==> config.mk <==
export PLATFORM = sky130hd
export DESIGN_NAME = hat_ctrl
export DESIGN_NICKNAME = d
export VERILOG_FILES = /design/src/rtl/hat_pkg.sv /design/src/rtl/hat_ctrl.sv
export VERILOG_INCLUDE_DIRS = /design/src /design/src/rtl
export SDC_FILE = /design/constraint.sdc
export NUM_CORES = 1
export LEC_CHECK = 0
export BUFFER_PORTS_ARGS = -buffer_cell sky130_fd_sc_hd__buf_2
export CORE_AREA = 2 2 39 41
export CTS_BUF_LIST = sky130_fd_sc_hd__clkbuf_8
export CTS_CLUSTER_SIZE = 10
export DETAILED_ROUTE_END_ITERATION = 10
export DIE_AREA = 0 0 41 43
export HOLD_SLACK_MARGIN = 0.12
export PLACE_DENSITY = 0.77
export SKIP_LAST_GASP = 1
export SLEW_MARGIN = 0
export SYNTH_ARGS = -nofsm -noshare
export SYNTH_HDL_FRONTEND = slang
export SYNTH_SLANG_ARGS = --single-unit
==> constraint.sdc <==
create_clock -name clk -period 1.55 [get_ports clk]
set_clock_uncertainty 0.1 [all_clocks]
set_input_delay 0.2325 -clock clk [delete_from_list [all_inputs] [get_ports clk]]
set_output_delay 0.2325 -clock clk [all_outputs]
set_load 0.1 [all_outputs]
==> src/rtl/assert_macros.svh <==
// Assertion macros for the hover animation table controller.
// No dependencies.
`ifndef ASSERT_MACROS_SVH
`define ASSERT_MACROS_SVH
// implication checked every cycle outside reset
`define ASSERT_IMP(label, clk, rst, a, c) \
  label: assert property (@(posedge clk) disable iff (rst) (a) |-> (c)) else $error("label");
// implication whose consequent is checked in the cycle after the antecedent
`define ASSERT_NEXT(label, clk, rst, a, c) \
  label: assert property (@(posedge clk) disable iff (rst) (a) |=> (c)) else $error("label");
`endif

==> src/rtl/hat_pkg.sv <==
// Package for the hover animation table: types, codes and constants.
// No dependencies.
`timescale 1ns / 1ps
`default_nettype none
package hat_pkg;
  localparam logic [1:0] CMD_TICK  = 2'd0;
  localparam logic [1:0] CMD_HOVER = 2'd1;
  localparam logic [1:0] CMD_SWEEP = 2'd2;
  localparam logic [1:0] REG_MAX_FRAME = 2'd0;
  localparam logic [1:0] REG_RISE  = 2'd1;
  localparam logic [1:0] REG_FALL  = 2'd2;
  localparam logic [1:0] REG_SWEEP = 2'd3;
  localparam logic [31:0] KEY_SCRAMBLE = 32'h9E3779B9;
  localparam logic [16:0] ONE_Q16 = 17'h10000;

  // channel words
  typedef struct packed {
    logic [1:0]  command;
    logic [19:0] frame_time;
    logic [15:0] pos_x;
    logic [15:0] pos_y;
    logic        is_hovered;
  } hat_in_t;

  typedef struct packed {
    logic [16:0] anim_value;
    logic        stateless_fallback;
  } hat_out_t;

  typedef enum logic [3:0] {
    ST_IDLE, ST_TICK, ST_TICK_CLR, ST_SCAN, ST_DECIDE, ST_UPDATE,
    ST_EASE1, ST_EASE2, ST_EASE3, ST_SWEEP, ST_OUT
  } state_t;

  // controller -> datapath commands
  typedef struct packed {
    logic load;       // capture input word
    logic inc_start;  // start increment computation
    logic inc_step;   // one increment multiply
    logic clr_step;   // clear flags of scan index
    logic scan_start;
    logic scan_step;
    logic hov_update;
    logic ease1;
    logic ease2;
    logic ease3;
    logic sweep_update;
    logic out_load;
  } cmd_t;

  // datapath -> controller status
  typedef struct packed {
    logic [1:0] command;
    logic       scan_last;
    logic       inc_last;
    logic       hit;
    logic       hovered;
    logic       alloc_ok;
    logic       drop_result;  // miss while not hovered, freed, or full: no ease
  } status_t;
endpackage
`default_nettype wire

==> src/rtl/hat_ctrl.sv <==
// Controller state machine for the hover animation table.
// Depends on hat_pkg and assert_macros.svh.
`timescale 1ns / 1ps
`default_nettype none
`include "assert_macros.svh"
module hat_ctrl (
  input  wire logic            clk,
  input  wire logic            rst,
  input  wire logic            in_valid,
  output logic                 in_ready,
  output logic                 out_valid,
  input  wire logic            out_ready,
  input  wire hat_pkg::status_t sts,
  output hat_pkg::cmd_t        cmd
);
  hat_pkg::state_t state, state_next;
  logic out_valid_next;

  always_ff @(posedge clk) begin
    if (rst) begin
      state <= hat_pkg::ST_IDLE;
      out_valid <= 1'b0;
    end else begin
      state <= state_next;
      out_valid <= out_valid_next;
    end
  end

  always_comb begin
    state_next = state;
    case (state)
      hat_pkg::ST_IDLE: begin
        if (in_valid && in_ready) state_next = hat_pkg::ST_TICK;
      end
      hat_pkg::ST_TICK: begin
        case (sts.command)
          hat_pkg::CMD_TICK: state_next = hat_pkg::ST_TICK_CLR;
          hat_pkg::CMD_HOVER, hat_pkg::CMD_SWEEP: state_next = hat_pkg::ST_SCAN;
          default: state_next = hat_pkg::ST_IDLE;
        endcase
      end
      hat_pkg::ST_TICK_CLR: begin
        if (sts.scan_last && sts.inc_last) state_next = hat_pkg::ST_IDLE;
      end
      hat_pkg::ST_SCAN: begin
        if (sts.scan_last) state_next = hat_pkg::ST_DECIDE;
      end
      hat_pkg::ST_DECIDE: begin
        if (sts.command == hat_pkg::CMD_SWEEP) state_next = hat_pkg::ST_SWEEP;
        else state_next = hat_pkg::ST_UPDATE;
      end
      hat_pkg::ST_UPDATE: begin
        if (sts.drop_result) state_next = hat_pkg::ST_OUT;
        else state_next = hat_pkg::ST_EASE1;
      end
      hat_pkg::ST_EASE1: state_next = hat_pkg::ST_EASE2;
      hat_pkg::ST_EASE2: state_next = hat_pkg::ST_EASE3;
      hat_pkg::ST_EASE3: state_next = hat_pkg::ST_OUT;
      hat_pkg::ST_SWEEP: state_next = hat_pkg::ST_OUT;
      hat_pkg::ST_OUT: begin
        if (!out_valid || out_ready) state_next = hat_pkg::ST_IDLE;
      end
      default: state_next = hat_pkg::ST_IDLE;
    endcase
  end

  always_comb begin
    cmd = '0;
    in_ready = 1'b0;
    out_valid_next = out_valid && !out_ready;
    case (state)
      hat_pkg::ST_IDLE: begin
        in_ready = 1'b1;
        cmd.load = in_valid;
      end
      hat_pkg::ST_TICK: begin
        cmd.inc_start = 1'b1;
        cmd.scan_start = 1'b1;
      end
      hat_pkg::ST_TICK_CLR: begin
        cmd.clr_step = 1'b1;
        cmd.inc_step = 1'b1;
      end
      hat_pkg::ST_SCAN: cmd.scan_step = 1'b1;
      hat_pkg::ST_UPDATE: cmd.hov_update = 1'b1;
      hat_pkg::ST_EASE1: cmd.ease1 = 1'b1;
      hat_pkg::ST_EASE2: cmd.ease2 = 1'b1;
      hat_pkg::ST_EASE3: cmd.ease3 = 1'b1;
      hat_pkg::ST_SWEEP: cmd.sweep_update = 1'b1;
      hat_pkg::ST_OUT: begin
        if (!out_valid || out_ready) begin
          cmd.out_load = 1'b1;
          out_valid_next = 1'b1;
        end
      end
      default: ;
    endcase
  end

  `ASSERT_IMP(a_ready_idle, clk, rst, in_ready, state == hat_pkg::ST_IDLE)
  `ASSERT_NEXT(a_out_load, clk, rst, cmd.out_load, out_valid)
  `ASSERT_IMP(a_one_step, clk, rst, cmd.scan_step, !cmd.clr_step)
endmodule
`default_nettype wire

==> results of run 1 <==
[sequential cells by signal, summed over array words and instances (netlist names)]
register,count
state,4
out_valid,1
[power groups by stage]
stage | sequential, uW | clock, uW | combinational (uW)
4_1_cts | 147 | 243 | 398
3_3_place_gp | 147 | 0 | 355
2_1_floorplan | 145 | 0 | 250
6_report | 145 | 235 | 410
3_5_place_dp | 147 | 0 | 360
5_1_grt | 146 | 249 | 427
[timing repair]
| item | 4_1_cts | 5_1_grt |
|---|---|---|
| endpoints found under the setup margin | 11 | 10 |
| resized for setup | 7 | 2 |
| buffers inserted | 5 | 2 |
| pin swaps | 4 | 1 |
[worst register-to-register path: cells and delay by family (launching register included)]
family / cells / cell delay, ns
simple gates: 2 / 0.53
flops: 1 / 0.38
buf+inv: 2 / 0.27
compound gates: 1 / 0.09
[kinds of logic after synthesis]
group / synth area share (%)
flops: 21.3
buf+inv: 9.87
fa+ha+maj: 5.33
simple gates: 41.3
compound gates: 22.1
[path summary, 6_finish.rpt]
| kind | from | to | depth (start not counted) |
|---|---|---|---|
| worst max-delay path | state[1]$_SDFFE_PP0P_ | cmd[11] | 3 |
| worst min-delay path | rst | out_valid$_SDFF_PP0_ | 2 |
| worst max register to register | state[1]$_SDFFE_PP0P_ | state[1]$_SDFFE_PP0P_ | 5 |
| worst min register to register | out_valid$_SDFF_PP0_ | out_valid$_SDFF_PP0_ | 2 |
[cell usage in the layout (no fill, tap or decap), drive strengths merged]
cell type / n
clkbuf: 3
o32ai: 1
o21bai: 1
o21ai: 3
nand2b: 5
nor2: 7
ha: 2
nor2b: 4
dfxtp: 5
or4: 1
o21a: 3
nand2: 3
and2: 1
nand4bb: 1
nor3: 4
nor4bb: 2
a221oi: 1
o311ai: 1
nor4: 1
inv: 4
o211ai: 1
a31oi: 1
buf: 37
a21oi: 2
or3b: 1
and3: 1
a2bb2oi: 1
[stage by stage]
| step | util [%] | worst slack [ns] | TNS, ns | power, uW | instances |
|---|---|---|---|---|---|
| after floorplan | - | -0.869 | -3.58 | 395 | 62 |
| after CTS | 75.0 | -0.0316 | -0.149 | 789 | 111 |
| after detailed placement | 65.6 | 0.0894 | 0 | 507 | 102 |
| final | 76.8 | -0.0628 | -0.273 | 790 | 113 |
| after global routing | 76.8 | -0.106 | -0.635 | 821 | 113 |
| after global placement | 65.6 | 0.118 | 0 | 502 | 102 |
[final cells by class]
cell class | count | area (sq um) | area share, %
timing repair buffer | 37 | 454 | 42.8
multi-input combinational | 48 | 413 | 38.9
sequential | 5 | 116 | 11.0
clock buffer | 3 | 41.3 | 3.89
tap | 16 | 20.0 | 1.88
inverter | 3 | 13.8 | 1.30
clock inverter | 1 | 3.75 | 0.353
[per-layer routing]
| layer | part of all wire, % | GRT usage (%) | up-vias | wire [microns] |
|---|---|---|---|---|
| met2 | 56 | 40.0 | 27 | 1010 |
| met5 | 0 | 0 | - | 0 |
| li1 | - | - | 295 | - |
| met1 | 37 | 26.7 | 292 | 653 |
| met3 | 5.5 | 9.95 | 4 | 98 |
| met4 | 1.3 | 4.00 | 0 | 23 |
==> flow_summary.json, run 1 <==
{
  "yosysWarningCount": 0,
  "fmaxAchievable_mhz": 620,
  "min_period_ns": 1.61,
  "chipWidth_microns": 41,
  "path_max_fanout": 6,
  "worstPathCellList": "nor4_4, and2_4, buf_12",
  "hpwl_microns": 1080,
  "worst-path-buf-inv": 1,
  "rsz0062_at_grt": "yes",
  "wl_microns": 1780,
  "grt.total_usage_pct": 23.7,
  "ys_top_cells_by_area": "dfxtp_1, nor2_1, ha_1",
  "period_share_pct": 104,
  "insertion_delay_ns": 0.22,
  "ys_types": 30,
  "start_kind": "flop",
  "post_dp_cell_area_sq_um": 908,
  "maxSlewHeadroom_pct": 66.6,
  "drt-vias-per-instance": 5.47,
  "p_int_uw": 473,
  "rrSetupSlack_ns": 0.07,
  "clock-sinks": 5,
  "p_leak_uw": 0.000424,
  "fp.dieH_microns": 43,
  "path_delay_family": "simple AND/OR/NAND/NOR gates",
  "synth_edf_count": 0,
  "hold_viol": 0,
  "sw_frac_of_total_pct": 40.1,
  "syn-num-nets": 76,
  "dieArea_sq_mm": 0.00176,
  "dr.first_iter.drc_count": 14,
  "portBuffers": 22,
  "drt-pass1-iter-count": 4,
  "synth_cells": 62,
  "cp_slowest_cell": "dfxtp_4",
  "maxCapViolCount": 0,
  "path_class": "flop to output pin",
  "share_comb_of_total_power_pct": 51.9,
  "grt_max_degree": 11,
  "synth_most_common_cell": "nor2_1",
  "hold_buffers": 0,
  "gp_congestion": 0.891,
  "p_clk_share_pct": 29.7,
  "tightest_slew_ns": 0.504,
  "avgSynthCellArea_sq_um": 7.57,
  "violations": "setup timing",
  "synth_largest_area_cell": "dfxtp_1",
  "holdWs_ns": 0.145,
  "cts_made_buffers": 3,
  "dr_total_vias": 618,
  "endpoint_kind": "output pin",
  "layout-drive-gt1-share_pct": 60.8,
  "core_sq_mm": 0.00138,
  "synth-seq-cells": 5,
  "ir_drop_v": 0.000582,
  "grt_first_pass_wirelength_microns": 2740,
  "p_per_area_mw_per_mm2": 744,
  "grt_pass1_vias": 591,
  "nets": 112,
  "grt_overflow": 0,
  "max_stage_delay_ns": 0.36,
  "cts_root_buffer": "clkbuf_8",
  "syn2layout_area_growth_pct": 126,
  "synth_seq_area_share_pct": 21.3,
  "final_area_sq_mm": 0.00106,
  "async_flop_share_pct": 0,
  "holdCritPathClass": "primary input to flop",
  "run_status": "finished with violations",
  "p_switching_uw": 316,
  "crit_required_ns": 1.22,
  "antennaDiodeCount": 0,
  "remaining_drc_errors": 0,
  "worst_slack_ns": -0.0628,
  "cts_max_level": 1,
  "cts_tree": "done",
  "finalMaxSlewViolations": 0,
  "clockBufferDepth": 2,
  "synth_common_cells": "nor2_1, dfxtp_1",
  "cts.reportedPaths.clkPinSlew_ns": 0.04,
  "io_pins": 26,
  "start_util_pct": 33.9,
  "antenna_found_initial": 0,
  "ys.flop_type": "dfxtp_1",
  "ant_nets": 0,
  "setup_viol_count_final": 9,
  "row_count": 14,
  "syn_area_sq_um": 469,
  "netlist.area_leader.share_pct": 21.3,
  "seqPwrFrac_pct": 18.4,
  "worst-endpoint-arrival_ns": 1.28,
  "wl_per_cell_microns": 15.8,
  "fillers": 88
}
No activity file was read; power rests on OpenSTA's default activity.
==> run 2, diff against run 1 <==
--- a/constraint.sdc
+++ b/constraint.sdc
@@ -4,2 +4,2 @@
 set_output_delay 0.2325 -clock clk [all_outputs]
-set_load 0.1 [all_outputs]
+set_load 0.02 [all_outputs]
==> run 2 against run 1 <==
  * The flow now finishes without violations
  * Critical path depth unchanged
  * Register-to-register slack improved by 0.09 ns
  * Flip-flop and latch count unchanged
  * Wire length down 33%
  * Maximum frequency up 7.3%
  * Clock power barely moved
  * Via count decreased by 8.6%
  * Combinational power shrank 68%
  * Clock-buffer cell count stayed put
  * Highest routed layer unchanged
==> flow_summary.json, run 2 (synthesis gave the netlist of run 1 again) <==
{
  "remaining_drc_errors": 0,
  "worst-endpoint-arrival_ns": 1.17,
  "antennaDiodeCount": 0,
  "grt_max_degree": 18,
  "layout-drive-gt1-share_pct": 43.5,
  "chipWidth_microns": 41,
  "worstPathCellList": "nor4_4, and2_1, buf_6",
  "nets": 100,
  "wl_microns": 1190,
  "hold_viol": 0,
  "cts_made_buffers": 3,
  "maxCapViolCount": 0,
  "fmaxAchievable_mhz": 665,
  "grt_pass1_vias": 455,
  "wl_per_cell_microns": 11.8,
  "grt_first_pass_wirelength_microns": 1890,
  "hold_buffers": 0,
  "io_pins": 26,
  "start_util_pct": 33.9,
  "drt-pass1-iter-count": 4,
  "path_class": "flop to output pin",
  "holdCritStartpoint": "rst",
  "p_per_area_mw_per_mm2": 776,
  "instances_no_fill": 101,
  "dr.first_iter.drc_count": 18,
  "cts_root_buffer": "clkbuf_8",
  "p_leak_uw": 0.000312,
  "drt-vias-per-instance": 5.59,
  "antenna_found_initial": 0,
  "max_stage_delay_ns": 0.38,
  "clockBufferDepth": 2,
  "regMostFlops": "state",
  "run_status": "finished clean",
  "gp_congestion": 0.763,
  "tightest_slew_ns": 0.265,
  "cts_max_level": 1,
  "min_period_ns": 1.50,
  "period_share_pct": 97.0,
  "ir_drop_v": 0.000726,
  "grt.total_usage_pct": 15.6,
  "endpoint_kind": "output pin",
  "start_kind": "flop",
  "row_count": 14,
  "grt_overflow": 0,
  "insertion_delay_ns": 0.22,
  "portBuffers": 22,
  "cts_tree": "done",
  "core_sq_mm": 0.00138,
  "path_max_fanout": 8,
  "placed_cells": 98,
  "cts.reportedPaths.clkPinSlew_ns": 0.03,
  "top_regs": "state: 4 flops, out_valid: 1 flops",
  "hpwl_microns": 975,
  "final_cell_mix": "buf_2, nor2_1, nand2b_1, nor2b_1",
  "layout_commonest_cell": "buf_2",
  "finalSetupTns_ns": 0,
  "cp_slowest_cell": "dfxtp_4",
  "syn2layout_area_growth_pct": 42.7,
  "postCtsSetupBuffers": 0,
  "ant_nets": 0,
  "maxSlewHeadroom_pct": 82.1,
  "reg2reg_from": "state[2]$_SDFFE_PP0P_",
  "rsz0062_at_grt": "yes",
  "dr_total_vias": 565,
  "setup_viol_count_final": 0,
  "fp.dieH_microns": 43,
  "holdCritPathClass": "primary input to flop",
  "finalMaxSlewViolations": 0,
  "largest_reg_flops": 4,
  "clock-sinks": 5,
  "cp-startpoint": "state[1]$_SDFFE_PP0P_",
  "crit_required_ns": 1.22,
  "dieArea_sq_mm": 0.00176
}
==> run 2: per-layer routing <==
layer	wire (microns)	share of wire (%)	vias to the layer above	GRT usage (%)
li1	-	-	269	-
met1	469	39	251	17.6
met2	596	50	33	25.9
met3	75	6.3	12	6.28
met4	52	4.4	0	4.00
met5	0	0	-	0
==> run 2: final timing paths <==
kind,slack (ns),depth (start not counted),endpoint
max,0.05,3,cmd[11]
min,0.14,2,state[3]$_SDFFE_PP0P_
max reg2reg,0.16,3,state[1]$_SDFFE_PP0P_
min reg2reg,0.42,2,out_valid$_SDFF_PP0_
==> run 2: cell type report <==
cell class                      count  area (sq um)
Inverter                            3          11.3
Multi-Input combinational cell     48           342
Clock buffer                        3          41.3
Timing Repair Buffer               25           139
Tap cell                           16          20.0
Fill cell                         136           714
Sequential cell                     5           113
Clock inverter                      1          3.75
==> run 2: stage by stage <==
step	total power [uW]	setup WS [ns]	hold WS [ns]	cell area (sq um)	util, %
floorplan	245	-0.00297	0.202	488	-
global placement	285	0.0907	0.368	613	44.3
detailed placement	290	0.0289	0.373	613	44.3
CTS	529	0.0107	0.136	664	48.0
global route	548	-0.0390	0.157	669	48.4
finish	519	0.0464	0.141	669	48.4
==> run 2: power by group <==
group	leakage (uW)	switching (uW)	internal [uW]	total, uW
clock	0.0000269	62.9	170	233
sequential	0.0000433	20.8	134	155
combinational	0.000242	68.4	63.2	132
total	0.000312	152	367	519
==> run 2: timing repair <==
item | CTS | global route
pin swaps | 1 | 0
resized for setup | 7 | 2
setup endpoints to repair | 13 | 10
==> run 2: worst max-delay path, delay by kind of cell (launching register included) <==
family | cells | cell delay [ns]
simple gates | 2 | 0.46
flops | 1 | 0.38
buf+inv | 1 | 0.12
